<file path="src/sv/irpd_pkg.sv">
// Shared types, constants and tables of the IQ residual phase drift check.
package irpd_pkg;

  localparam int WINDOW_SAMPLES = 32;
  localparam int MAX_BLOCK      = 4096;
  localparam int SAMPLE_BITS    = 12;
  localparam int IDX_W          = 13;
  localparam int ANG_W          = 24;
  localparam int QUEUE_DEPTH    = 4;
  localparam int CORDIC_STEPS   = 23;

  localparam logic [1:0] CFG_ADC_MIDPOINT = 2'd0;
  localparam logic [1:0] CFG_PHASE_STEP   = 2'd1;
  localparam logic [1:0] CFG_END_PHASE    = 2'd2;
  localparam logic [1:0] CFG_BLOCK_LENGTH = 2'd3;

  typedef struct packed {
    logic signed [SAMPLE_BITS:0] ci;
    logic signed [SAMPLE_BITS:0] cq;
    logic [ANG_W-1:0]            phase;
    logic                        in_head;
    logic                        in_tail;
    logic                        last;
    logic                        len_ok;
  } irpd_entry_t;

  typedef struct packed {
    logic        verify_valid;
    logic [22:0] raw_drift;
    logic [22:0] rot_drift;
    logic [16:0] head_raw_mag;
    logic [16:0] tail_raw_mag;
    logic [16:0] head_rot_mag;
    logic [16:0] tail_rot_mag;
    logic [31:0] improvement;
  } irpd_result_t;

  typedef enum logic [4:0] {
    B_IDLE, B_ROT, B_MUL1, B_MUL2, B_ACC, B_FIN, B_VLD, B_VEC, B_SQ1, B_SQ2,
    B_SQRT, B_U1, B_U2, B_U3, B_DV0, B_DIV, B_DONE
  } irpd_state_t;

  // Arctangent of 2^-k in units of pi/2^23 rad.
  function automatic logic [22:0] atan_at(input logic [4:0] k);
    logic [22:0] a;
    case (k)
      5'd0:  a = 23'd2097152;
      5'd1:  a = 23'd1238021;
      5'd2:  a = 23'd654136;
      5'd3:  a = 23'd332050;
      5'd4:  a = 23'd166669;
      5'd5:  a = 23'd83416;
      5'd6:  a = 23'd41718;
      5'd7:  a = 23'd20860;
      5'd8:  a = 23'd10430;
      5'd9:  a = 23'd5215;
      5'd10: a = 23'd2608;
      5'd11: a = 23'd1304;
      5'd12: a = 23'd652;
      5'd13: a = 23'd326;
      5'd14: a = 23'd163;
      5'd15: a = 23'd81;
      5'd16: a = 23'd41;
      5'd17: a = 23'd20;
      5'd18: a = 23'd10;
      5'd19: a = 23'd5;
      5'd20: a = 23'd3;
      5'd21: a = 23'd1;
      5'd22: a = 23'd1;
      default: a = 23'd0;
    endcase
    return a;
  endfunction

endpackage

</file>
<file path="src/sv/irpd_queue.sv">
// Short queue of marked samples between the front and back ends.
module irpd_queue (
  input  logic                  clk,
  input  logic                  rst_n,
  input  logic                  push_valid,
  output logic                  push_ready,
  input  irpd_pkg::irpd_entry_t push_data,
  output logic                  pop_valid,
  input  logic                  pop_ready,
  output irpd_pkg::irpd_entry_t pop_data
);

  localparam int PW = $clog2(irpd_pkg::QUEUE_DEPTH);

  irpd_pkg::irpd_entry_t mem_r [irpd_pkg::QUEUE_DEPTH];
  logic [PW-1:0] wp_r;
  logic [PW-1:0] rp_r;
  logic [PW:0]   cnt_r;
  logic          do_push;
  logic          do_pop;

  assign push_ready = cnt_r != (PW+1)'(irpd_pkg::QUEUE_DEPTH);
  assign pop_valid  = cnt_r != '0;
  assign pop_data   = mem_r[rp_r];
  assign do_push    = push_valid & push_ready;
  assign do_pop     = pop_valid & pop_ready;

  always_ff @(posedge clk) begin
    if (do_push) mem_r[wp_r] <= push_data;
  end

  always_ff @(posedge clk) begin
    if (!rst_n) begin
      wp_r  <= '0;
      rp_r  <= '0;
      cnt_r <= '0;
    end else begin
      if (do_push) wp_r <= wp_r + PW'(1);
      if (do_pop)  rp_r <= rp_r + PW'(1);
      case ({do_push, do_pop})
        2'b10:   cnt_r <= cnt_r + (PW+1)'(1);
        2'b01:   cnt_r <= cnt_r - (PW+1)'(1);
        default: ;
      endcase
    end
  end

endmodule

</file>
<file path="config.mk">
export PLATFORM = sky130hd
export DESIGN_NAME = irpd_queue
export DESIGN_NICKNAME = d
export VERILOG_FILES = /design/src/sv/irpd_pkg.sv /design/src/sv/irpd_queue.sv
export SDC_FILE = /design/constraint.sdc
export NUM_CORES = 1
export LEC_CHECK = 0
export ABC_AREA = 1
export ABC_CLOCK_PERIOD_IN_PS = 3300
export BUFFER_PORTS_ARGS = -buffer_cell sky130_fd_sc_hd__buf_2
export CAP_MARGIN = 20
export CORE_MARGIN = 2
export CORE_UTILIZATION = 35
export DETAILED_ROUTE_END_ITERATION = 12
export PLACE_DENSITY = 0.67
export SKIP_LAST_GASP = 1
export SLEW_MARGIN = 20
export SYNTH_ARGS = -nofsm -noshare
export SYNTH_HDL_FRONTEND = slang
export SYNTH_SLANG_ARGS = --single-unit
</file>
<file path="constraint.sdc">
create_clock -name clk -period 3.3 [get_ports clk]
set_clock_uncertainty 0.05 [all_clocks]
set_input_delay 0 -clock clk [delete_from_list [all_inputs] [get_ports clk]]
set_output_delay 0 -clock clk [all_outputs]
set_load 0.05 [all_outputs]
</file>
==> metrics.md <==
| Metric | Value |
|---|---|
| CTS tree | `done` |
| HP Start | `push_data[32]` |
| Seq/Total Area, Yosys | `78.8%` |
| Final Hold Vio Count | `0` |
| Post-DRT Antenna Nets | `0` |
| Peak supply drop | `0.000566 V` |
| Clock Path Buffers | `3` |
| Total Routed Length | `18,000 um` |
| Run status | `finished clean` |
| Flops & latches, synth | `225` |
| CP Class | `register to primary output` |
| Worst-path cell chain | `buf_4 -> o21ai_0 -> o22ai_1 -> buf_2` |
| First-pass GRT wire length | `between 20,000 and 30,000 um` |
| Warnings, synthesis | `0` |
| Hold WC Path Type | `input port to register` |
| Max Slew Vio Count | `0` |
| HPWL after DPL | `9860 um` |
| Root buf cell | `clkbuf_16` |
| Initial DRC Count | `around 380` |
| Highest routed layer | `met4` |
| EDFF count, synth | `216` |
| Primary FF master, synth | `edfxtp_1` |
| Dpl cell area | `~0.0093 sq mm` |
| Area grow syn2layout | `25.4%` |
| CTS sink cnt | `225` |
| Pleak | `0.00374 uW` |
| Final critical-path share of the clock period | `80.1%` |
| Pre-antenna DRT Iters | `4` |
| Fin area | `0.0106 sq mm` |
| CP arrival | `between 2 and 3 ns` |
| Drt drc | `0` |
| Wl on met1 | `roughly 8200 um` |
| GPL Wtd Cong | `a little over 0.7` |
| Worst hold path depth | `2` |
| H-tree levels | `1` |
| Post-Synthesis Cell Area | `about 0.0085 sq mm` |
| Worst slew pin tran | `1.03 ns` |
| Row count | `56` |
| Vias in the first global route | `5,348` |
| Worst-path fanout max | `62` |
| Worst r2r src | `cnt_r[1]$_SDFFE_PN0P_` |
| Fmax | `~0.38 GHz` |
| Worst Setup Start Kind | `register` |
| Via count | `5,252` |
| Total CTS buffers | `24` |
| Via density | `4.78` |
| Max-cap violation count | `0` |
| Hold WS | `0.196 ns` |
| Cts repair resizes | `0` |
| Fin crit period | `2.64 ns` |
| Final #Nets | `827` |
| Yosys cell types | `19` |
| Commonest non-fill, non-tap cell in the layout | `edfxtp_1` |
| IO Pins | `about 110` |
| Layout cells sized above 1 | `between 20% and 30%` |
| Initial antenna violation count | `1` |
| Syn Area/Cell | `14.3 sq um` |
| Required @ worst endpoint | `3.25 ns` |
| Register area | `approximately 0.0067 sq mm` |
| Cells after Synth | `a little under 600` |
| Fillers | `2,120` |
| Routed WL per cell | `16.4 um` |
| Die X | `160 um` |
| Met3 wire length | `978 um` |
| Largest net degree at the start of global routing | `109` |
| Core area | `0.0236 sq mm` |
| CP peak stage delay | `0.74 ns` |
| Die Height | `around 160 um` |
| PwrDens | `roughly 800 mW/mm^2` |
| Post-CTS Setup Inserts | `0` |
| Slew headroom | `between 30% and 40%` |
| Setup-failing EPs final | `0` |
| Initial core utilization | `35.8%` |
| Critical Path Sink Type | `primary output` |
| Multi-input logic area | `around 0.0016 sq mm` |
| Met2 wire length | `8540 um` |
| All-Layer GR Usage | `14.1%` |
| Skew-Pair Late Insertion Delay | `0.51 ns` |
| Clock transition at path regs | `0.06 ns` |
| CP max-delay cell | `dfxtp_4` |
| Asr flop ratio synth | `0%` |
| Syn_nets | `654` |
| PortBufs | `between 100 and 150` |
| R2r worst-path depth | `12` |
| Most frequent cells in the layout | `216 x edfxtp_1, 114 x nor2_1, 113 x buf_2` |
| RSZ-0062 raised after global routing | `no` |
| GR Overflow Total | `0` |
| Die area | `around 0.025 sq mm` |
-- path summary, 6_finish.rpt --
kind	endpoint	slack, ns
hold reg to reg	rp_r[1]$_SDFFE_PN0P_	0.45
setup reg to reg	cnt_r[2]$_SDFFE_PN0P_	1.28
setup / recovery	pop_data[0]	0.66
hold / removal	mem_r[3][32]$_DFFE_PP_	0.20
-- area by class of cell --
type / count / area share, %
well taps: 319 / 3.76
inverters: 18 / 0.684
multi-input cells: 313 / 14.6
clock inverters: 10 / 0.471
clock buffers: 31 / 6.11
diodes: 1 / 0.0236
repair buffers: 181 / 11.5
flip-flops and latches: 225 / 62.8
-- flip-flops by register name (all words and copies together), names as in the netlist, named ones only --
signal and flops:
cnt_r 3, mem_r 216, rp_r 2, wp_r 2
-- metal layers --
| layer | vias to the layer above | GRT usage (%) |
|---|---|---|
| met2 | 129 | 24.2 |
| met3 | 25 | 2.94 |
| met1 | 2558 | 18.2 |
| li1 | 2540 | - |
| met5 | - | 0 |
| met4 | 0 | 3.43 |
-- power breakdown --
part / internal, uW / leakage (uW) / switching (uW) / total [uW]
logic: 590 / 0.00135 / 2060 / 2650
registers: 3400 / 0.00206 / 127 / 3520
clock network: 1380 / 0.000341 / 1020 / 2400
-- synth_stat cells, types with 4 or more instances --
| cell | number | area (sq um) |
|---|---|---|
| ha_1 | 5 | 62.6 |
| clkbuf_2 | 7 | 35.0 |
| edfxtp_1 | 216 | 6490 |
| o21ai_0 | 95 | 475 |
| o22ai_1 | 54 | 338 |
| buf_2 | 20 | 100 |
| inv_1 | 16 | 60.1 |
| nand2_1 | 14 | 52.6 |
| buf_6 | 4 | 45.0 |
| dfxtp_1 | 9 | 180 |
| nand3_1 | 5 | 25.0 |
| a21oi_1 | 5 | 25.0 |
| o21ai_1 | 15 | 75.1 |
| nor2_1 | 118 | 443 |
-- stage by stage --
stage | power, uW | utilization, % | setup TNS [ns] | setup slack [ns] | instances
finish | 8580 | 45.0 | 0 | 0.658 | 1098
global route | 8980 | 45.0 | 0 | 0.396 | 1098
CTS | 8680 | 44.9 | 0 | 0.614 | 1097
detailed placement | 6210 | 39.6 | 0 | 1.17 | 999
global placement | 6180 | 39.6 | 0 | 1.24 | 999
floorplan | 5590 | - | -102.02 | -0.472 | 590
-- cells by family (layout without fill, tap and decap cells) --
kind of cell	count (synthesis)	in the layout	share of synthesized area, %
AO/OA/AOI/OAI	169	169	10.8
adder cells (fa/ha/maj)	6	6	0.976
AND/OR/NAND/NOR	138	138	6.22
flip-flops	225	225	78.8
buffers and inverters	52	240	3.25
other	0	1	0
-- worst max-delay path: cells and delay by family, from the launching register on --
family	cells	cell delay, ns
buffers and inverters	2	0.85
AOI/OAI and AO/OA	2	0.42
DFF	1	0.74
-- what timing repair did --
item | 4_1_cts | 5_1_grt
endpoints found under the setup margin | 0 | 0
hold endpoints to repair | 225 | 0
hold buffers | 57 | 0
Note: power is estimated with default switching activity, not from simulation.
