$ cat config.mk
export PLATFORM = sky130hd
export DESIGN_NAME = irpd_front
export DESIGN_NICKNAME = d
export VERILOG_FILES = /design/src/sv/irpd_pkg.sv /design/src/sv/irpd_front.sv
export SDC_FILE = /design/constraint.sdc
export NUM_CORES = 1
export LEC_CHECK = 0
export BUFFER_PORTS_ARGS = -buffer_cell sky130_fd_sc_hd__buf_2
export CORE_ASPECT_RATIO = 1.2
export CORE_UTILIZATION = 55
export CTS_CLUSTER_SIZE = 40
export DETAILED_ROUTE_END_ITERATION = 12
export PLACE_DENSITY = 0.74
export SLEW_MARGIN = 20
export SYNTH_ARGS = -nofsm -noshare
export SYNTH_HDL_FRONTEND = slang
export SYNTH_SLANG_ARGS = --single-unit
export TNS_END_PERCENT = 100
$ cat constraint.sdc
create_clock -name clk -period 16.3 [get_ports clk]
set_clock_uncertainty 0.05 [all_clocks]
set_input_delay 1.63 -clock clk [delete_from_list [all_inputs] [get_ports clk]]
set_output_delay 1.63 -clock clk [all_outputs]
set_load 0.02 [all_outputs]
$ cat src/sv/irpd_pkg.sv
// Shared types, constants and tables of the IQ residual phase drift check.
package irpd_pkg;

  localparam int WINDOW_SAMPLES = 32;
  localparam int MAX_BLOCK      = 4096;
  localparam int SAMPLE_BITS    = 12;
  localparam int IDX_W          = 13;
  localparam int ANG_W          = 24;
  localparam int QUEUE_DEPTH    = 4;
  localparam int CORDIC_STEPS   = 23;

  localparam logic [1:0] CFG_ADC_MIDPOINT = 2'd0;
  localparam logic [1:0] CFG_PHASE_STEP   = 2'd1;
  localparam logic [1:0] CFG_END_PHASE    = 2'd2;
  localparam logic [1:0] CFG_BLOCK_LENGTH = 2'd3;

  typedef struct packed {
    logic signed [SAMPLE_BITS:0] ci;
    logic signed [SAMPLE_BITS:0] cq;
    logic [ANG_W-1:0]            phase;
    logic                        in_head;
    logic                        in_tail;
    logic                        last;
    logic                        len_ok;
  } irpd_entry_t;

  typedef struct packed {
    logic        verify_valid;
    logic [22:0] raw_drift;
    logic [22:0] rot_drift;
    logic [16:0] head_raw_mag;
    logic [16:0] tail_raw_mag;
    logic [16:0] head_rot_mag;
    logic [16:0] tail_rot_mag;
    logic [31:0] improvement;
  } irpd_result_t;

  typedef enum logic [4:0] {
    B_IDLE, B_ROT, B_MUL1, B_MUL2, B_ACC, B_FIN, B_VLD, B_VEC, B_SQ1, B_SQ2,
    B_SQRT, B_U1, B_U2, B_U3, B_DV0, B_DIV, B_DONE
  } irpd_state_t;

  // Arctangent of 2^-k in units of pi/2^23 rad.
  function automatic logic [22:0] atan_at(input logic [4:0] k);
    logic [22:0] a;
    case (k)
      5'd0:  a = 23'd2097152;
      5'd1:  a = 23'd1238021;
      5'd2:  a = 23'd654136;
      5'd3:  a = 23'd332050;
      5'd4:  a = 23'd166669;
      5'd5:  a = 23'd83416;
      5'd6:  a = 23'd41718;
      5'd7:  a = 23'd20860;
      5'd8:  a = 23'd10430;
      5'd9:  a = 23'd5215;
      5'd10: a = 23'd2608;
      5'd11: a = 23'd1304;
      5'd12: a = 23'd652;
      5'd13: a = 23'd326;
      5'd14: a = 23'd163;
      5'd15: a = 23'd81;
      5'd16: a = 23'd41;
      5'd17: a = 23'd20;
      5'd18: a = 23'd10;
      5'd19: a = 23'd5;
      5'd20: a = 23'd3;
      5'd21: a = 23'd1;
      5'd22: a = 23'd1;
      default: a = 23'd0;
    endcase
    return a;
  endfunction

endpackage

$ cat src/sv/irpd_front.sv
// Front end: configuration registers, block position, phase accumulator and window marking.
module irpd_front #(
  parameter int WINDOW_SAMPLES = irpd_pkg::WINDOW_SAMPLES,
  parameter int MAX_BLOCK      = irpd_pkg::MAX_BLOCK
) (
  input  logic                  clk,
  input  logic                  rst_n,
  input  logic                  cfg_we,
  input  logic [1:0]            cfg_idx,
  input  logic [23:0]           cfg_wdata,
  input  logic                  in_valid,
  output logic                  in_ready,
  input  logic [11:0]           i_sample,
  input  logic [11:0]           q_sample,
  output logic                  push_valid,
  input  logic                  push_ready,
  output irpd_pkg::irpd_entry_t push_data
);

  logic [11:0] mid_r;
  logic [23:0] step_r;
  logic [23:0] endp_r;
  logic [12:0] blen_r;
  logic [12:0] idx_r;
  logic [23:0] rot_r;

  logic [12:0] len;
  logic [12:0] tail_start;
  logic        in_head;
  logic        in_tail;
  logic        last;
  logic [36:0] start_prod;
  logic [23:0] phase;

  always_comb begin
    len        = (32'(blen_r) > MAX_BLOCK) ? 13'(MAX_BLOCK) : blen_r;
    tail_start = (32'(len) > WINDOW_SAMPLES) ? len - 13'(WINDOW_SAMPLES) : 13'd0;
    in_head    = 32'(idx_r) < WINDOW_SAMPLES;
    in_tail    = idx_r >= tail_start;
    last       = ({1'b0, idx_r} + 14'd1) >= {1'b0, len};
    start_prod = 37'(step_r) * 37'(len);
    // The first word of a block sets the start angle back from the end phase.
    phase      = (idx_r == 13'd0) ? endp_r - start_prod[23:0] : rot_r;

    push_data.ci      = $signed({1'b0, i_sample}) - $signed({1'b0, mid_r});
    push_data.cq      = $signed({1'b0, q_sample}) - $signed({1'b0, mid_r});
    push_data.phase   = phase;
    push_data.in_head = in_head;
    push_data.in_tail = in_tail;
    push_data.last    = last;
    push_data.len_ok  = 32'(len) >= 2 * WINDOW_SAMPLES;

    in_ready   = push_ready;
    push_valid = in_valid & (in_head | in_tail | last);
  end

  always_ff @(posedge clk) begin
    if (!rst_n) begin
      mid_r  <= 12'd2048;
      step_r <= '0;
      endp_r <= '0;
      blen_r <= 13'd1024;
      idx_r  <= '0;
      rot_r  <= '0;
    end else begin
      if (cfg_we) begin
        case (cfg_idx)
          irpd_pkg::CFG_ADC_MIDPOINT: mid_r  <= cfg_wdata[11:0];
          irpd_pkg::CFG_PHASE_STEP:   step_r <= cfg_wdata;
          irpd_pkg::CFG_END_PHASE:    endp_r <= cfg_wdata;
          irpd_pkg::CFG_BLOCK_LENGTH: blen_r <= cfg_wdata[12:0];
          default: ;
        endcase
      end
      if (in_valid && in_ready) begin
        idx_r <= last ? 13'd0 : idx_r + 13'd1;
        rot_r <= phase + step_r;
      end
    end
  end

endmodule

==> flow_metrics.env <==
export IMPL_grt_overflow=0
export IMPL_core_area_mm2=0.02709
export IMPL_yosys_register_bits=110
export IMPL_critPathMaxFanout=35
export IMPL_tightest_slew_ns=1.370
export IMPL_diodes=0
export IMPL_start_util_pct=56.01
export IMPL_period_share_pct=57.85
export IMPL_htreeDepth=3
export IMPL_io_pins=111
export IMPL_maxSlewHeadroom_pct=7.488
export IMPL_cp_end_kind="output port"
export IMPL_ir_drop_uv=96.22
export IMPL_ant_nets=0
export IMPL_setup_viol=0
export IMPL_slew_violations=0
export IMPL_clk_pin_slew_ns=0.09
export IMPL_gp_congestion=0.9162
export IMPL_setup_tns_ns=0
export IMPL_cts_resized=0
export IMPL_track_usage_pct=31.17
export IMPL_die_area_mm2=0.02825
export IMPL_cts_setup_buffers=0
export IMPL_final_nets=2337
export IMPL_grt_pass1_wl_um=68540
export IMPL_hpwlAfterDp_um=32470
export IMPL_synth_flop_cell="dfxtp_1"
export IMPL_clock_root_buffer="clkbuf_16"
export IMPL_rsz0062_at_grt="no"
export IMPL_critical_path_class="register to output port"
export IMPL_yosysSeqAreaShare_pct=14.52
export IMPL_hold_class="register to register"
export IMPL_die_w_um=153.6
export IMPL_cp_required_ns=14.62
export IMPL_rows=66
export IMPL_grt_pass1_vias=13300
export IMPL_finalWirelength_um=42020
export IMPL_syn_cell_area_mm2=0.01517
export IMPL_place_ws_ns=7.406
export IMPL_reg2reg_depth=34
export IMPL_holdPathStages=2
export IMPL_cts_made_buffers=9
export IMPL_cts_tree="done"
export IMPL_post_route_drc_count=0
export IMPL_hold_viol=0
export IMPL_cellLeakagePower_uw=0.007322
export IMPL_worst_slack_ns=6.870
export IMPL_power_density_mw_per_mm2=63.99
export IMPL_yosys_warnings=0
export IMPL_syn_nets=2286
export IMPL_clock_latency_ns=0.38
export IMPL_clock_sinks=110
export IMPL_drt_iter0_drc=911
export IMPL_io_buffers=110
export IMPL_die_y_um=183.9
export IMPL_fin_util_pct=59.99
export IMPL_clock_fmax_mhz=106.0
export IMPL_drt_pass1_iterations=7
export IMPL_area_growth_pct=7.110
export IMPL_outcome="finished clean"
export IMPL_yosysUniqueCellTypes=74
export IMPL_cts_buffer_depth=2
export IMPL_synth_edf_count=0
export IMPL_grt_max_degree=106
export IMPL_wl_per_cell_um=18.22
export IMPL_synth_cells=1910
export IMPL_r2r_slack_ns=7.41
export IMPL_hold_buffers=0
export IMPL_finalCriticalPeriod_ns=9.430
export IMPL_async_flop_share_pct=0
export IMPL_vias=13200
export IMPL_max_cap_violations=0
export IMPL_synth_avg_cell_area_um2=7.942
export IMPL_cp_start_kind="register"
export IMPL_arrival_ns=7.75
export IMPL_via_per_inst=5.725
export IMPL_drive_above_1_share_pct=8.444
export IMPL_antenna_found_initial=0
## metal layers
metal | wire [um] | share of wire, % | track usage [%] | up-vias
met3 | 2863 | 6.8 | 4.125 | 120
met1 | 16940 | 40 | 39.12 | 6410
met2 | 20400 | 49 | 53.51 | 468
met4 | 1811 | 4.3 | 13.88 | 0
li1 | - | - | - | 6204
met5 | 0 | 0 | 0 | -
## cell type report
class,instances,area (um2)
Sequential cell,110,2202
Clock buffer,9,225.2
Clock inverter,7,63.81
Tap cell,340,425.4
Inverter,269,1011
Timing Repair Buffer,133,726.9
Multi-Input combinational cell,1438,11590
Fill cell,2525,10840
## worst paths after layout
path | start | end
min | mid_r[7] | mid_r[7]
max | blen_r[12] | push_data[26]
max reg2reg | blen_r[12] | rot_r[23]
min reg2reg | mid_r[7] | mid_r[7]
## metrics by stage
step | instance area, um2 | total power (uW) | hold WS [ns] | cells
finish | 16250 | 1040 | 0.4056 | 2306
floorplan | 15170 | 655.2 | 0.3821 | 1910
global route | 16250 | 1098 | 0.4262 | 2306
detailed placement | 15950 | 801.2 | 0.3970 | 2290
CTS | 16240 | 1034 | 0.4084 | 2306
global placement | 15950 | 792.4 | 0.3897 | 2290
## layout by cell type, fill, tap and decap left out, types with 8 or more instances in the layout
| cell | synthesis | layout |
|---|---|---|
| xnor2_1 | 64 | 64 |
| o21ai_1 | 10 | 10 |
| o21ai_0 | 49 | 49 |
| xor2_1 | 18 | 18 |
| clkbuf_16 | 0 | 9 |
| ha_1 | 130 | 130 |
| or3_1 | 9 | 9 |
| buf_2 | 1 | 110 |
| fa_1 | 191 | 191 |
| buf_4 | 4 | 22 |
| nand3_1 | 35 | 35 |
| nand3b_1 | 8 | 8 |
| inv_1 | 269 | 268 |
| nor2_1 | 66 | 64 |
| nor3_1 | 13 | 13 |
| o21a_1 | 9 | 9 |
| nand2_1 | 352 | 352 |
| o21bai_1 | 9 | 9 |
| a21oi_1 | 156 | 156 |
| and3_1 | 12 | 12 |
| nor2b_1 | 22 | 22 |
| a21o_1 | 27 | 27 |
| a211oi_1 | 9 | 9 |
| dfxtp_1 | 110 | 110 |
| and2_1 | 136 | 136 |
## flip-flops by register name, indices dropped and copies added (netlist names)
signal / count
rot_r: 24
endp_r: 24
mid_r: 12
idx_r: 13
blen_r: 13
step_r: 24
## Yosys cell counts, types with 8 or more instances
cell      count  area (um2)
xnor2_1      64       560.5
nor2_1       66       247.7
o21bai_1      9       67.56
and3_1       12       75.07
nor3_1       13       65.06
nor2b_1      22       137.6
dfxtp_1     110        2202
xor2_1       18       157.7
and2_1      136       850.8
o21a_1        9       67.56
fa_1        191        3824
a211oi_1      9       67.56
clkbuf_1     83       311.6
or3_1         9       56.30
nand3b_1      8       60.06
nand2_1     352        1321
inv_1       269        1010
ha_1        130        1627
nand3_1      35       175.2
o21ai_1      10       50.05
a21o_1       27       202.7
a21oi_1     156       780.8
o21ai_0      49       245.2
## where the power goes
group          total [uW]  switching (uW)  internal, uW  leakage [uW]
sequential            299            16.7           282      0.000894
clock                 230             123           108      0.000145
combinational         510             324           186       0.00628
total                1040             463           577       0.00732
## critical path, stage by stage, from the launching register on
cell	delay, ns
dfxtp_1	0.32
buf_4	0.24
nor2b_1	0.24
buf_4	0.35
nand2_1	0.14
fa_1	0.54
inv_1	0.05
fa_1	0.47
inv_1	0.05
fa_1	0.48
fa_1	0.50
fa_1	0.51
inv_1	0.05
fa_1	0.47
inv_1	0.05
ha_1	0.36
a21o_1	0.19
a21o_1	0.16
a21oi_1	0.29
o211ai_1	0.17
a21oi_1	0.48
nor3_1	0.14
a2111oi_1	0.47
mux2i_1	0.25
o311ai_1	0.16
buf_2	0.19
## cell families after synthesis
family,Yosys count,share of synthesized area [%]
DFF,110,14.52
and+or+nand+nor,692,21.59
muxes,4,0.2639
buffers and inverters,362,9.122
adders and majority gates,321,35.93
xor gates and xnor gates,83,4.883
AOI/OAI and AO/OA,338,13.69
(Power assumes the default switching activity.)
